`config.mk`:
```
export PLATFORM = sky130hd
export DESIGN_NAME = pressure_pad_motor_drive_limiter_flat
export DESIGN_NICKNAME = d
export VERILOG_FILES = /design/src/rtl/ppmdl_pkg.sv /design/src/rtl/ppmdl_if.sv /design/src/rtl/pressure_pad_motor_drive_limiter.sv /design/src/rtl/ppmdl_lane.sv /design/src/flat_wrapper.sv
export SDC_FILE = /design/constraint.sdc
export NUM_CORES = 1
export LEC_CHECK = 0
export BUFFER_PORTS_ARGS = -buffer_cell sky130_fd_sc_hd__buf_2
export CORE_MARGIN = 8
export CORE_UTILIZATION = 50
export DETAILED_ROUTE_END_ITERATION = 6
export PLACE_DENSITY = 0.72
export SETUP_SLACK_MARGIN = 0.2
export SLEW_MARGIN = 40
export SYNTH_ARGS = -nofsm -noshare
export SYNTH_HDL_FRONTEND = slang
export SYNTH_SLANG_ARGS = --single-unit
```
`constraint.sdc`:
```
create_clock -name i_clk -period 10.1 [get_ports i_clk]
set_clock_uncertainty 0.05 [all_clocks]
set_input_delay 1.01 -clock i_clk [delete_from_list [all_inputs] [get_ports i_clk]]
set_output_delay 1.01 -clock i_clk [all_outputs]
set_load 0.05 [all_outputs]
```
`src/rtl/ppmdl_pkg.sv`:
```
// ----------------------------------------------------------------------------
// ppmdl_pkg
// Shared types and constants of the pressure-pad motor drive limiter.
// ----------------------------------------------------------------------------
package ppmdl_pkg;

    localparam int ADC_W  = 12;
    localparam int DUTY_W = 15;
    localparam int CMP_W  = 9;
    localparam int CFG_W  = 15;
    localparam int IDX_W  = 3;

    typedef logic [ADC_W-1:0]  t_adc;
    typedef logic [DUTY_W-1:0] t_duty;
    typedef logic [CMP_W-1:0]  t_cmp;
    typedef logic [1:0]        t_reason;
    typedef logic [IDX_W-1:0]  t_cfg_idx;
    typedef logic [CFG_W-1:0]  t_cfg_data;

    localparam t_adc  ADC_FULL  = 12'd4095;
    localparam t_duty DUTY_FULL = 15'd25600;

    localparam t_cfg_idx REG_LOWER_LIMIT       = 3'd0;
    localparam t_cfg_idx REG_UPPER_LIMIT       = 3'd1;
    localparam t_cfg_idx REG_PAD_DEADZONE      = 3'd2;
    localparam t_cfg_idx REG_OTHER_PAD_IDLE    = 3'd3;
    localparam t_cfg_idx REG_OVERCURRENT_LEVEL = 3'd4;
    localparam t_cfg_idx REG_MAX_DUTY          = 3'd5;
    localparam t_cfg_idx REG_RAMP_STEP         = 3'd6;
    localparam t_cfg_idx REG_MIN_COMMAND       = 3'd7;

    localparam t_adc  RST_LOWER_LIMIT       = 12'd600;
    localparam t_adc  RST_UPPER_LIMIT       = 12'd3500;
    localparam t_adc  RST_PAD_DEADZONE      = 12'd200;
    localparam t_adc  RST_OTHER_PAD_IDLE    = 12'd100;
    localparam t_adc  RST_OVERCURRENT_LEVEL = 12'd805;
    localparam t_duty RST_MAX_DUTY          = 15'd12800;
    localparam t_duty RST_RAMP_STEP         = 15'd512;
    localparam t_duty RST_MIN_COMMAND       = 15'd128;

    localparam t_reason STOP_NONE        = 2'd0;
    localparam t_reason STOP_UPPER       = 2'd1;
    localparam t_reason STOP_LOWER       = 2'd2;
    localparam t_reason STOP_OVERCURRENT = 2'd3;

endpackage

```
`src/rtl/ppmdl_if.sv`:
```
// ----------------------------------------------------------------------------
// ppmdl_if
// Sample and result channels of the pressure-pad motor drive limiter.
// ----------------------------------------------------------------------------
interface ppmdl_in_if;
    import ppmdl_pkg::*;

    logic valid;
    logic ready;
    t_adc up_pressure;
    t_adc down_pressure;
    t_adc arm_position;
    t_adc motor_current;

    modport source (
        output valid, up_pressure, down_pressure, arm_position, motor_current,
        input  ready
    );
    modport sink (
        input  valid, up_pressure, down_pressure, arm_position, motor_current,
        output ready
    );
endinterface

interface ppmdl_out_if;
    import ppmdl_pkg::*;

    logic    valid;
    logic    ready;
    logic    drive_up;
    logic    drive_down;
    t_duty   duty_level;
    t_cmp    pwm_compare;
    t_reason stop_reason;

    modport source (
        output valid, drive_up, drive_down, duty_level, pwm_compare, stop_reason,
        input  ready
    );
    modport sink (
        input  valid, drive_up, drive_down, duty_level, pwm_compare, stop_reason,
        output ready
    );
endinterface

```
`src/rtl/pressure_pad_motor_drive_limiter.sv`:
```
// ----------------------------------------------------------------------------
// pressure_pad_motor_drive_limiter
// Turns pad, position and current samples into a bridge direction, a ramped
// duty in Q8 percent, a PWM compare value and a stop reason.
// ----------------------------------------------------------------------------
// One sample beat is taken at a time and yields one result beat. Between
// accept and result valid, B being the bit width of PWM_PERIOD_TICKS, two
// bit-serial lanes form both pad commands over 15 multiply and 15 divide
// steps, the arbitration state arbitrates and ramps, and a third lane forms
// the compare value over B multiply and B divide steps. A finished result
// waits in the output register while the next sample beat is accepted.
// Configuration writes belong to idle periods.
module pressure_pad_motor_drive_limiter #(
    parameter int PWM_PERIOD_TICKS = 500
) (
    input  logic                  i_clk,
    input  logic                  i_rst_n,
    ppmdl_in_if.sink              i_in,
    ppmdl_out_if.source           o_out,
    input  logic                  i_cfg_we,
    input  ppmdl_pkg::t_cfg_idx   i_cfg_idx,
    input  ppmdl_pkg::t_cfg_data  i_cfg_data
);
    import ppmdl_pkg::*;

    localparam int PERW = $clog2(PWM_PERIOD_TICKS + 1);

    typedef enum logic [2:0] {S_IDLE, S_CMD, S_ARB, S_PWM, S_WAIT} t_state;

    t_state  r_state;
    logic    r_pad_start;
    logic    r_cmp_start;

    t_adc    r_lower_limit;
    t_adc    r_upper_limit;
    t_adc    r_pad_deadzone;
    t_adc    r_other_pad_idle;
    t_adc    r_overcurrent_level;
    t_duty   r_max_duty;
    t_duty   r_ramp_step;
    t_duty   r_min_command;

    t_adc    r_up_raw;
    t_adc    r_dn_raw;
    t_adc    r_pos;
    t_adc    r_cur;
    t_adc    r_up_diff;
    t_adc    r_dn_diff;

    t_duty   r_held_duty;
    t_duty   r_duty;
    logic    r_go_up;
    logic    r_go_down;
    t_reason r_reason;

    logic    r_out_valid;
    logic    r_out_up;
    logic    r_out_down;
    t_duty   r_out_duty;
    t_cmp    r_out_cmp;
    t_reason r_out_reason;

    t_adc    w_span;
    t_duty   w_up_quot;
    t_duty   w_dn_quot;
    logic    w_up_done;
    logic    w_dn_done;
    logic [PERW-1:0] w_cmp_quot;
    logic    w_cmp_done;

    t_duty   w_up_cmd;
    t_duty   w_dn_cmd;
    logic    w_sel_up;
    logic    w_sel_dn;
    logic    w_go_up;
    logic    w_go_dn;
    t_reason w_reason;
    t_duty   w_target;
    t_duty   w_cap;
    logic [DUTY_W:0] w_hi;
    logic [DUTY_W:0] w_tps;
    logic [DUTY_W:0] w_n;
    t_duty   w_duty;
    logic    w_in_acc;
    logic    w_out_free;

    assign w_span     = ADC_FULL - r_pad_deadzone;
    assign w_in_acc   = i_in.valid && i_in.ready;
    assign w_out_free = !r_out_valid || o_out.ready;

    ppmdl_lane #(.AW(ADC_W), .BW(DUTY_W), .DW(ADC_W), .QW(DUTY_W)) u_up_lane (
        .i_clk    (i_clk),
        .i_rst_n  (i_rst_n),
        .i_start  (r_pad_start),
        .i_mcand  (r_up_diff),
        .i_mplier (r_max_duty),
        .i_div    (w_span),
        .o_quot   (w_up_quot),
        .o_done   (w_up_done)
    );

    ppmdl_lane #(.AW(ADC_W), .BW(DUTY_W), .DW(ADC_W), .QW(DUTY_W)) u_dn_lane (
        .i_clk    (i_clk),
        .i_rst_n  (i_rst_n),
        .i_start  (r_pad_start),
        .i_mcand  (r_dn_diff),
        .i_mplier (r_max_duty),
        .i_div    (w_span),
        .o_quot   (w_dn_quot),
        .o_done   (w_dn_done)
    );

    ppmdl_lane #(.AW(DUTY_W), .BW(PERW), .DW(DUTY_W), .QW(PERW)) u_cmp_lane (
        .i_clk    (i_clk),
        .i_rst_n  (i_rst_n),
        .i_start  (r_cmp_start),
        .i_mcand  (r_duty),
        .i_mplier (PERW'(PWM_PERIOD_TICKS)),
        .i_div    (DUTY_FULL),
        .o_quot   (w_cmp_quot),
        .o_done   (w_cmp_done)
    );

    always_comb begin
        w_up_cmd = (r_pad_deadzone == ADC_FULL) ? '0 : w_up_quot;
        w_dn_cmd = (r_pad_deadzone == ADC_FULL) ? '0 : w_dn_quot;

        w_sel_up = (w_up_cmd > w_dn_cmd) && (w_up_cmd > r_min_command)
                   && (r_dn_raw <= r_other_pad_idle);
        w_sel_dn = !w_sel_up && (w_dn_cmd > w_up_cmd) && (w_dn_cmd > r_min_command)
                   && (r_up_raw <= r_other_pad_idle);
        w_target = w_sel_up ? w_up_cmd : w_dn_cmd;

        w_go_up  = w_sel_up;
        w_go_dn  = w_sel_dn;
        w_reason = STOP_NONE;
        if (w_sel_up && (r_pos >= r_upper_limit)) begin
            w_go_up  = 1'b0;
            w_reason = STOP_UPPER;
        end
        if (w_sel_dn && (r_pos <= r_lower_limit)) begin
            w_go_dn  = 1'b0;
            w_reason = STOP_LOWER;
        end
        if (r_cur >= r_overcurrent_level) begin
            w_go_up  = 1'b0;
            w_go_dn  = 1'b0;
            w_reason = STOP_OVERCURRENT;
        end

        w_cap = (r_max_duty > DUTY_FULL) ? DUTY_FULL : r_max_duty;
        w_hi  = {1'b0, r_held_duty} + {1'b0, r_ramp_step};
        w_tps = {1'b0, w_target} + {1'b0, r_ramp_step};
        if ({1'b0, w_target} > w_hi) begin
            w_n = w_hi;
        end else if (w_tps < {1'b0, r_held_duty}) begin
            w_n = {1'b0, r_held_duty - r_ramp_step};
        end else begin
            w_n = {1'b0, w_target};
        end
        if (!(w_go_up || w_go_dn)) begin
            w_duty = '0;
        end else if (w_n > {1'b0, w_cap}) begin
            w_duty = w_cap;
        end else begin
            w_duty = w_n[DUTY_W-1:0];
        end
    end

    always_ff @(posedge i_clk) begin
        if (!i_rst_n) begin
            r_lower_limit       <= RST_LOWER_LIMIT;
            r_upper_limit       <= RST_UPPER_LIMIT;
            r_pad_deadzone      <= RST_PAD_DEADZONE;
            r_other_pad_idle    <= RST_OTHER_PAD_IDLE;
            r_overcurrent_level <= RST_OVERCURRENT_LEVEL;
            r_max_duty          <= RST_MAX_DUTY;
            r_ramp_step         <= RST_RAMP_STEP;
            r_min_command       <= RST_MIN_COMMAND;
        end else if (i_cfg_we) begin
            case (i_cfg_idx)
                REG_LOWER_LIMIT:       r_lower_limit       <= i_cfg_data[ADC_W-1:0];
                REG_UPPER_LIMIT:       r_upper_limit       <= i_cfg_data[ADC_W-1:0];
                REG_PAD_DEADZONE:      r_pad_deadzone      <= i_cfg_data[ADC_W-1:0];
                REG_OTHER_PAD_IDLE:    r_other_pad_idle    <= i_cfg_data[ADC_W-1:0];
                REG_OVERCURRENT_LEVEL: r_overcurrent_level <= i_cfg_data[ADC_W-1:0];
                REG_MAX_DUTY:          r_max_duty          <= i_cfg_data[DUTY_W-1:0];
                REG_RAMP_STEP:         r_ramp_step         <= i_cfg_data[DUTY_W-1:0];
                REG_MIN_COMMAND:       r_min_command       <= i_cfg_data[DUTY_W-1:0];
                default: begin
                end
            endcase
        end
    end

    always_ff @(posedge i_clk) begin
        if (!i_rst_n) begin
            r_state     <= S_IDLE;
            r_pad_start <= 1'b0;
            r_cmp_start <= 1'b0;
            r_held_duty <= '0;
            r_out_valid <= 1'b0;
        end else begin
            r_pad_start <= w_in_acc;
            r_cmp_start <= (r_state == S_ARB);
            if ((r_state == S_WAIT) && w_out_free) begin
                r_out_valid <= 1'b1;
            end else if (r_out_valid && o_out.ready) begin
                r_out_valid <= 1'b0;
            end
            case (r_state)
                S_IDLE: begin
                    if (w_in_acc) begin
                        r_up_raw    <= i_in.up_pressure;
                        r_dn_raw    <= i_in.down_pressure;
                        r_pos       <= i_in.arm_position;
                        r_cur       <= i_in.motor_current;
                        r_up_diff   <= (i_in.up_pressure > r_pad_deadzone)
                                       ? (i_in.up_pressure - r_pad_deadzone) : '0;
                        r_dn_diff   <= (i_in.down_pressure > r_pad_deadzone)
                                       ? (i_in.down_pressure - r_pad_deadzone) : '0;
                        r_state     <= S_CMD;
                    end
                end
                S_CMD: begin
                    if (w_up_done) begin
                        r_state <= S_ARB;
                    end
                end
                S_ARB: begin
                    r_go_up     <= w_go_up;
                    r_go_down   <= w_go_dn;
                    r_reason    <= w_reason;
                    r_duty      <= w_duty;
                    r_held_duty <= w_duty;
                    r_state     <= S_PWM;
                end
                S_PWM: begin
                    if (w_cmp_done) begin
                        r_state <= S_WAIT;
                    end
                end
                S_WAIT: begin
                    if (w_out_free) begin
                        r_out_up     <= r_go_up;
                        r_out_down   <= r_go_down;
                        r_out_duty   <= r_duty;
                        r_out_cmp    <= CMP_W'(w_cmp_quot);
                        r_out_reason <= r_reason;
                        r_state      <= S_IDLE;
                    end
                end
                default: begin
                    r_state <= S_IDLE;
                end
            endcase
        end
    end

    assign i_in.ready          = (r_state == S_IDLE);
    assign o_out.valid         = r_out_valid;
    assign o_out.drive_up      = r_out_up;
    assign o_out.drive_down    = r_out_down;
    assign o_out.duty_level    = r_out_duty;
    assign o_out.pwm_compare   = r_out_cmp;
    assign o_out.stop_reason   = r_out_reason;

`ifndef SYNTHESIS
    a_one_direction: assert property (@(posedge i_clk) disable iff (!i_rst_n)
        o_out.valid |-> !(o_out.drive_up && o_out.drive_down))
        else $error("both bridge directions driven");
    a_lanes_in_step: assert property (@(posedge i_clk) disable iff (!i_rst_n)
        w_up_done == w_dn_done)
        else $error("pad lanes out of step");
    a_held_in_range: assert property (@(posedge i_clk) disable iff (!i_rst_n)
        r_held_duty <= DUTY_FULL)
        else $error("held duty above full scale");
    a_duty_needs_move: assert property (@(posedge i_clk) disable iff (!i_rst_n)
        (o_out.valid && (o_out.duty_level != '0))
        |-> (o_out.drive_up || o_out.drive_down))
        else $error("duty without direction");
`endif

endmodule

```
`src/rtl/ppmdl_lane.sv`:
```
// ----------------------------------------------------------------------------
// ppmdl_lane
// Bit-serial multiply then divide: quot = floor(mcand * mplier / div).
// Shift-add over the multiplier bits, then restoring division one quotient
// bit per cycle. The quotient must fit in QW bits.
// ----------------------------------------------------------------------------
module ppmdl_lane #(
    parameter int AW = 12,
    parameter int BW = 15,
    parameter int DW = 12,
    parameter int QW = 15
) (
    input  logic          i_clk,
    input  logic          i_rst_n,
    input  logic          i_start,
    input  logic [AW-1:0] i_mcand,
    input  logic [BW-1:0] i_mplier,
    input  logic [DW-1:0] i_div,
    output logic [QW-1:0] o_quot,
    output logic          o_done
);
    localparam int PW    = AW + BW;
    localparam int NMAX  = (BW > QW) ? BW : QW;
    localparam int CNTW  = $clog2(NMAX + 1);

    typedef enum logic [1:0] {L_IDLE, L_MUL, L_DIV} t_lane_state;

    t_lane_state   r_state;
    logic [CNTW-1:0] r_cnt;
    logic [PW-1:0] r_acc;
    logic [PW-1:0] r_mcand;
    logic [BW-1:0] r_mplier;
    logic [DW-1:0] r_rem;
    logic [QW-1:0] r_quo;
    logic          r_done;

    logic [PW-1:0] n_acc;
    logic [DW:0]   w_trial;
    logic [DW:0]   w_sub;
    logic          w_ge;

    always_comb begin
        n_acc   = r_mplier[0] ? (r_acc + r_mcand) : r_acc;
        w_trial = {r_rem, r_quo[QW-1]};
        w_ge    = (w_trial >= {1'b0, i_div});
        w_sub   = w_trial - {1'b0, i_div};
    end

    always_ff @(posedge i_clk) begin
        if (!i_rst_n) begin
            r_state <= L_IDLE;
            r_cnt   <= '0;
            r_done  <= 1'b0;
        end else begin
            r_done <= (r_state == L_DIV) && (r_cnt == CNTW'(QW - 1));
            case (r_state)
                L_IDLE: begin
                    if (i_start) begin
                        r_acc    <= '0;
                        r_mcand  <= PW'(i_mcand);
                        r_mplier <= i_mplier;
                        r_cnt    <= '0;
                        r_state  <= L_MUL;
                    end
                end
                L_MUL: begin
                    r_acc    <= n_acc;
                    r_mcand  <= r_mcand << 1;
                    r_mplier <= r_mplier >> 1;
                    if (r_cnt == CNTW'(BW - 1)) begin
                        r_rem   <= DW'(n_acc[PW-1:QW]);
                        r_quo   <= n_acc[QW-1:0];
                        r_cnt   <= '0;
                        r_state <= L_DIV;
                    end else begin
                        r_cnt   <= r_cnt + 1'b1;
                    end
                end
                L_DIV: begin
                    r_rem <= w_ge ? w_sub[DW-1:0] : w_trial[DW-1:0];
                    r_quo <= {r_quo[QW-2:0], w_ge};
                    r_cnt <= r_cnt + 1'b1;
                    if (r_cnt == CNTW'(QW - 1)) begin
                        r_state <= L_IDLE;
                    end
                end
                default: begin
                    r_state <= L_IDLE;
                end
            endcase
        end
    end

    assign o_quot = r_quo;
    assign o_done = r_done;

`ifndef SYNTHESIS
    a_done_pulse: assert property (@(posedge i_clk) disable iff (!i_rst_n)
        o_done |=> !o_done)
        else $error("lane done held longer than one cycle");
    a_start_idle: assert property (@(posedge i_clk) disable iff (!i_rst_n)
        i_start |-> (r_state == L_IDLE))
        else $error("lane started while busy");
    a_div_count: assert property (@(posedge i_clk) disable iff (!i_rst_n)
        (r_state == L_DIV) |-> (r_cnt < CNTW'(QW)))
        else $error("lane divide count out of range");
`endif

endmodule

```
`src/flat_wrapper.sv`:
```
// flat-port wrapper written by rule: the top's interface ports become plain ports
module pressure_pad_motor_drive_limiter_flat import ppmdl_pkg::*;
#(
    parameter int PWM_PERIOD_TICKS = 500
)
  (i_clk, i_rst_n, i_cfg_we, i_cfg_idx, i_cfg_data, i_in_valid, i_in_up_pressure, i_in_down_pressure, i_in_arm_position, i_in_motor_current, i_in_ready, o_out_valid, o_out_drive_up, o_out_drive_down, o_out_duty_level, o_out_pwm_compare, o_out_stop_reason, o_out_ready);
  ppmdl_in_if i_in_i ();
  ppmdl_out_if o_out_i ();
  input  logic i_clk;
  input  logic i_rst_n;
  input  logic i_cfg_we;
  input  ppmdl_pkg::t_cfg_idx i_cfg_idx;
  input  ppmdl_pkg::t_cfg_data i_cfg_data;
  input wire logic [$bits(i_in_i.valid)-1:0] i_in_valid;
  input wire logic [$bits(i_in_i.up_pressure)-1:0] i_in_up_pressure;
  input wire logic [$bits(i_in_i.down_pressure)-1:0] i_in_down_pressure;
  input wire logic [$bits(i_in_i.arm_position)-1:0] i_in_arm_position;
  input wire logic [$bits(i_in_i.motor_current)-1:0] i_in_motor_current;
  output wire logic [$bits(i_in_i.ready)-1:0] i_in_ready;
  output wire logic [$bits(o_out_i.valid)-1:0] o_out_valid;
  output wire logic [$bits(o_out_i.drive_up)-1:0] o_out_drive_up;
  output wire logic [$bits(o_out_i.drive_down)-1:0] o_out_drive_down;
  output wire logic [$bits(o_out_i.duty_level)-1:0] o_out_duty_level;
  output wire logic [$bits(o_out_i.pwm_compare)-1:0] o_out_pwm_compare;
  output wire logic [$bits(o_out_i.stop_reason)-1:0] o_out_stop_reason;
  input wire logic [$bits(o_out_i.ready)-1:0] o_out_ready;
  assign i_in_i.valid = i_in_valid;
  assign i_in_i.up_pressure = i_in_up_pressure;
  assign i_in_i.down_pressure = i_in_down_pressure;
  assign i_in_i.arm_position = i_in_arm_position;
  assign i_in_i.motor_current = i_in_motor_current;
  assign i_in_ready = i_in_i.ready;
  assign o_out_valid = o_out_i.valid;
  assign o_out_drive_up = o_out_i.drive_up;
  assign o_out_drive_down = o_out_i.drive_down;
  assign o_out_duty_level = o_out_i.duty_level;
  assign o_out_pwm_compare = o_out_i.pwm_compare;
  assign o_out_stop_reason = o_out_i.stop_reason;
  assign o_out_i.ready = o_out_ready;
  pressure_pad_motor_drive_limiter #(.PWM_PERIOD_TICKS(PWM_PERIOD_TICKS)) u_core (.i_clk(i_clk), .i_rst_n(i_rst_n), .i_in(i_in_i), .o_out(o_out_i), .i_cfg_we(i_cfg_we), .i_cfg_idx(i_cfg_idx), .i_cfg_data(i_cfg_data));
endmodule
```
==> qor.csv <==
metric,value,unit
tightest_slew,839,ps
yosysWarnings,0,
rsz0062_at_grt,no,
place_area,35000,µm²
synth-xor-area-share,2.83,%
hold_depth,0,
antenna_found_initial,1,
setup_violations,0,
cp.required,10510,ps
numPortBuffers,100,
crit_arrival,9870,ps
ant_nets,0,
ys_async_sr_fraction,0,%
relSlewSlack,43.9,%
synth-edff-count,392,
cp-end-kind,flip-flop,
drv_cap,0,
place_congestion,0.941,
ff_latch_area,14700,µm²
grt_pass1_vias,24300,
htreeDepth,2,
synth_top_family_by_area,compound AO/OA/AOI/OAI gates,
cts_buffers,58,
num-nets-final,3833,
grtUsageTotal,22.2,%
synth_mux_area_share,6.90,%
ir_drop,146,µV
synth_ff_type,edfxtp_1,
min_path_type,flip-flop to flip-flop,
fp-row-count,95,
cts_tree,done,
worst-setup-path-type,flip-flop to flip-flop,
fmax,106,MHz
drcViolationCount,0,
rr_endpoint,u_core.r_duty[9],
routed_wl,86100,µm
p_leak,14.9,nW
die_area,75500,µm²
die_h,275,µm
wl_per_cell,19.8,µm
syn_area_per_cell,10.1,µm²
outcome,"finished, final reports clean",
cpPeakStageDelay,450,ps
fp.coreArea,66700,µm²
final-max-slew-violation-count,0,
antenna_cells,0,
die_w,275,µm
grt_pass1_wl,133000,µm
dp_hpwl,63300,µm
finalCritPeriodShare,93.7,%
regToRegSetupSlack,640,ps
path_max_fanout,30,
cp_slowest_cell,or3_4,
initial_utilization,50.2,%
synth-seq-area-share,43.9,%
ff2ff_path_depth,41,
firstDrtPassIters,5,
p_per_area,141,nW/µm²
fill_cells,5717,
r2r-start,u_core.r_pad_deadzone[7],
min_from,u_core.r_reason[0],
design_area,37400,µm²
pin_count,101,
viasPerCell,5.70,
hold_violations,0,
multi_input_area,17600,µm²
syn_inst,3320,
vias,24800,
synth_compound_area_share,14.8,%
syn_to_final_growth,11.7,%
setup_tns,0,ps
grt-ovfl-total,0,
hold_ws,361,ps
synth_nets,3730,
grt_start_max_net_pins,110,
layout-drive-gt1-share,12.1,%
fin_crit,9460,ps
clockBufferDepth,3,
clkSinkCount,538,
synthAdderAreaFrac,12.9,%
ys_ff_latch,538,
holdPathEnd,u_core.o_out.stop_reason[0],
cts_root_buffer,clkbuf_16,
yosysUniqueCellTypes,82,
drt_iter0_drc,1567,
startpoint_type,flip-flop,
yosys.area_share.simple,14.6,%
clkSlewWorstSetupHoldPaths,60,ps
netlist_area,33500,µm²
clock_latency,630,ps
## metal layers
metal  global-route usage, %  up-vias  routed length [µm]
met4                    8.44        2                3250
met3                    3.34      167                4670
li1                        -    12200                   -
met5                       0        -                  13
met2                    37.1      629               40300
met1                    29.0    11800               37900
## worst max-delay path: cells and delay by family, from the launching register on
| family | cells | cell delay [ps] |
|---|---|---|
| flops | 1 | 350 |
| mux | 1 | 370 |
| xor+xnor | 1 | 140 |
| fa+ha+maj | 4 | 1290 |
| buf+inv | 4 | 580 |
| compound gates | 19 | 3920 |
| simple gates | 12 | 2580 |
## state kept, by name (all words and copies together) (netlist names), 15 cells and up
| register | count |
|---|---|
| u_core.o_out.duty_level | 15 |
| u_core.r_duty | 15 |
| u_core.r_held_duty | 15 |
| u_core.r_max_duty | 15 |
| u_core.r_min_command | 15 |
| u_core.r_ramp_step | 15 |
| u_core.u_cmp_lane.r_acc | 24 |
| u_core.u_cmp_lane.r_mcand | 24 |
| u_core.u_cmp_lane.r_rem | 15 |
| u_core.u_dn_lane.o_quot | 15 |
| u_core.u_dn_lane.r_acc | 27 |
| u_core.u_dn_lane.r_mcand | 27 |
| u_core.u_dn_lane.r_mplier | 15 |
| u_core.u_up_lane.o_quot | 15 |
| u_core.u_up_lane.r_acc | 27 |
| u_core.u_up_lane.r_mcand | 27 |
| u_core.u_up_lane.r_mplier | 15 |
## per-stage QoR
stage	utilization [%]	std cells	setup WS [ps]	total power, mW
floorplan	-	3320	281	2.84
global placement	52.5	4223	159	2.97
detailed placement	52.5	4223	-29.5	2.98
CTS	55.8	4334	255	5.32
global route	56.1	4346	174	5.46
finish	56.1	4346	639	5.29
## worst max path at each step
stage	startpoint	to	slack (ps)
4_1_cts	u_core.r_pad_deadzone[7]	u_core.r_held_duty[4]	260
5_1_grt	u_core.r_pad_deadzone[7]	u_core.r_held_duty[2]	170
2_1_floorplan	u_core.r_pad_deadzone[1]	u_core.r_duty[11]	280
3_3_place_gp	u_core.r_pad_deadzone[7]	u_core.r_duty[3]	160
3_5_place_dp	u_core.r_pad_deadzone[7]	u_core.r_duty[3]	-30
6_report	u_core.r_pad_deadzone[7]	u_core.r_duty[9]	640
## power breakdown
group | total, mW | switching (mW) | internal, mW
registers | 2.44 | 0.0263 | 2.41
logic | 0.515 | 0.306 | 0.209
clock network | 2.34 | 0.943 | 1.39
total | 5.29 | 1.28 | 4.02
## final cells by class
cell class	count	area share [%]
tap	873	2.92
clock inverter	38	1.38
sequential	538	39.3
inverter	248	2.49
timing repair buffer	157	2.56
multi-input combinational	2420	47.1
clock buffer	72	4.28
## cells in the mapped netlist, types with 6 or more instances
| master | count | area, µm² |
|---|---|---|
| o21bai_1 | 23 | 173 |
| and2_1 | 92 | 576 |
| edfxtp_1 | 392 | 11800 |
| nor2_1 | 192 | 721 |
| nand2b_1 | 35 | 219 |
| ha_1 | 329 | 4120 |
| a31oi_1 | 20 | 125 |
| o22ai_1 | 10 | 62.6 |
| nor4_1 | 12 | 75.1 |
| dfxtp_1 | 146 | 2920 |
| o2111ai_1 | 11 | 96.3 |
| o31ai_1 | 19 | 143 |
| nand4_1 | 33 | 206 |
| buf_1 | 13 | 48.8 |
| nor2b_1 | 105 | 657 |
| inv_1 | 244 | 916 |
| o21ai_1 | 9 | 45.0 |
| o31a_1 | 6 | 52.6 |
| mux2_2 | 92 | 1040 |
| and3_1 | 24 | 150 |
| xnor2_1 | 76 | 666 |
| a21o_1 | 79 | 593 |
| a22oi_1 | 6 | 45.0 |
| clkbuf_1 | 87 | 327 |
| o21ai_0 | 126 | 631 |
| a41oi_1 | 7 | 61.3 |
| or3_1 | 18 | 113 |
| mux2i_1 | 119 | 1190 |
| clkbuf_2 | 11 | 55.1 |
| a21boi_0 | 98 | 736 |
| a2111oi_0 | 9 | 78.8 |
| o211ai_1 | 40 | 300 |
| or2_2 | 8 | 50.1 |
| nor3_1 | 69 | 345 |
| xor2_1 | 32 | 280 |
| o21a_1 | 39 | 293 |
| fa_1 | 10 | 200 |
| nand2_1 | 348 | 1310 |
| a211oi_1 | 18 | 135 |
| a21oi_1 | 174 | 871 |
| nand3_1 | 48 | 240 |
## what timing repair did
action                     4_1_cts  5_1_grt
setup endpoints to repair       30       30
hold buffers                     0        0
cloned                           1        1
setup buffers                    0       11
pin swaps                        1       14
resized for setup                7       31
## layout by cell type (no fill, tap or decap), types with 12 or more instances in the layout
cell type	instances
a211oi_1	17
a21boi_0	96
a21o_1	79
a21oi_1	170
a31oi_1	20
and2_1	92
and3_1	24
buf_2	99
buf_4	52
clkbuf_16	61
dfxtp_1	144
edfxtp_1	392
ha_1	324
inv_1	243
mux2_2	92
mux2i_1	118
nand2_1	348
nand2b_1	35
nand3_1	48
nand4_1	33
nor2_1	188
nor2b_1	100
nor3_1	68
o211ai_1	40
o21a_1	39
o21ai_0	122
o21ai_1	12
o21bai_1	23
o31ai_1	19
or3_1	16
xnor2_1	76
xor2_1	32
## cells by family (layout without fill, tap and decap cells)
group | Yosys count | in the layout
DFF | 538 | 538
AOI/OAI and AO/OA | 745 | 745
buffers and inverters | 364 | 515
muxes | 216 | 216
and+or+nand+nor | 1010 | 1012
xor gates and xnor gates | 108 | 108
adders and majority gates | 339 | 339
Power figures use the tool's default switching activity.
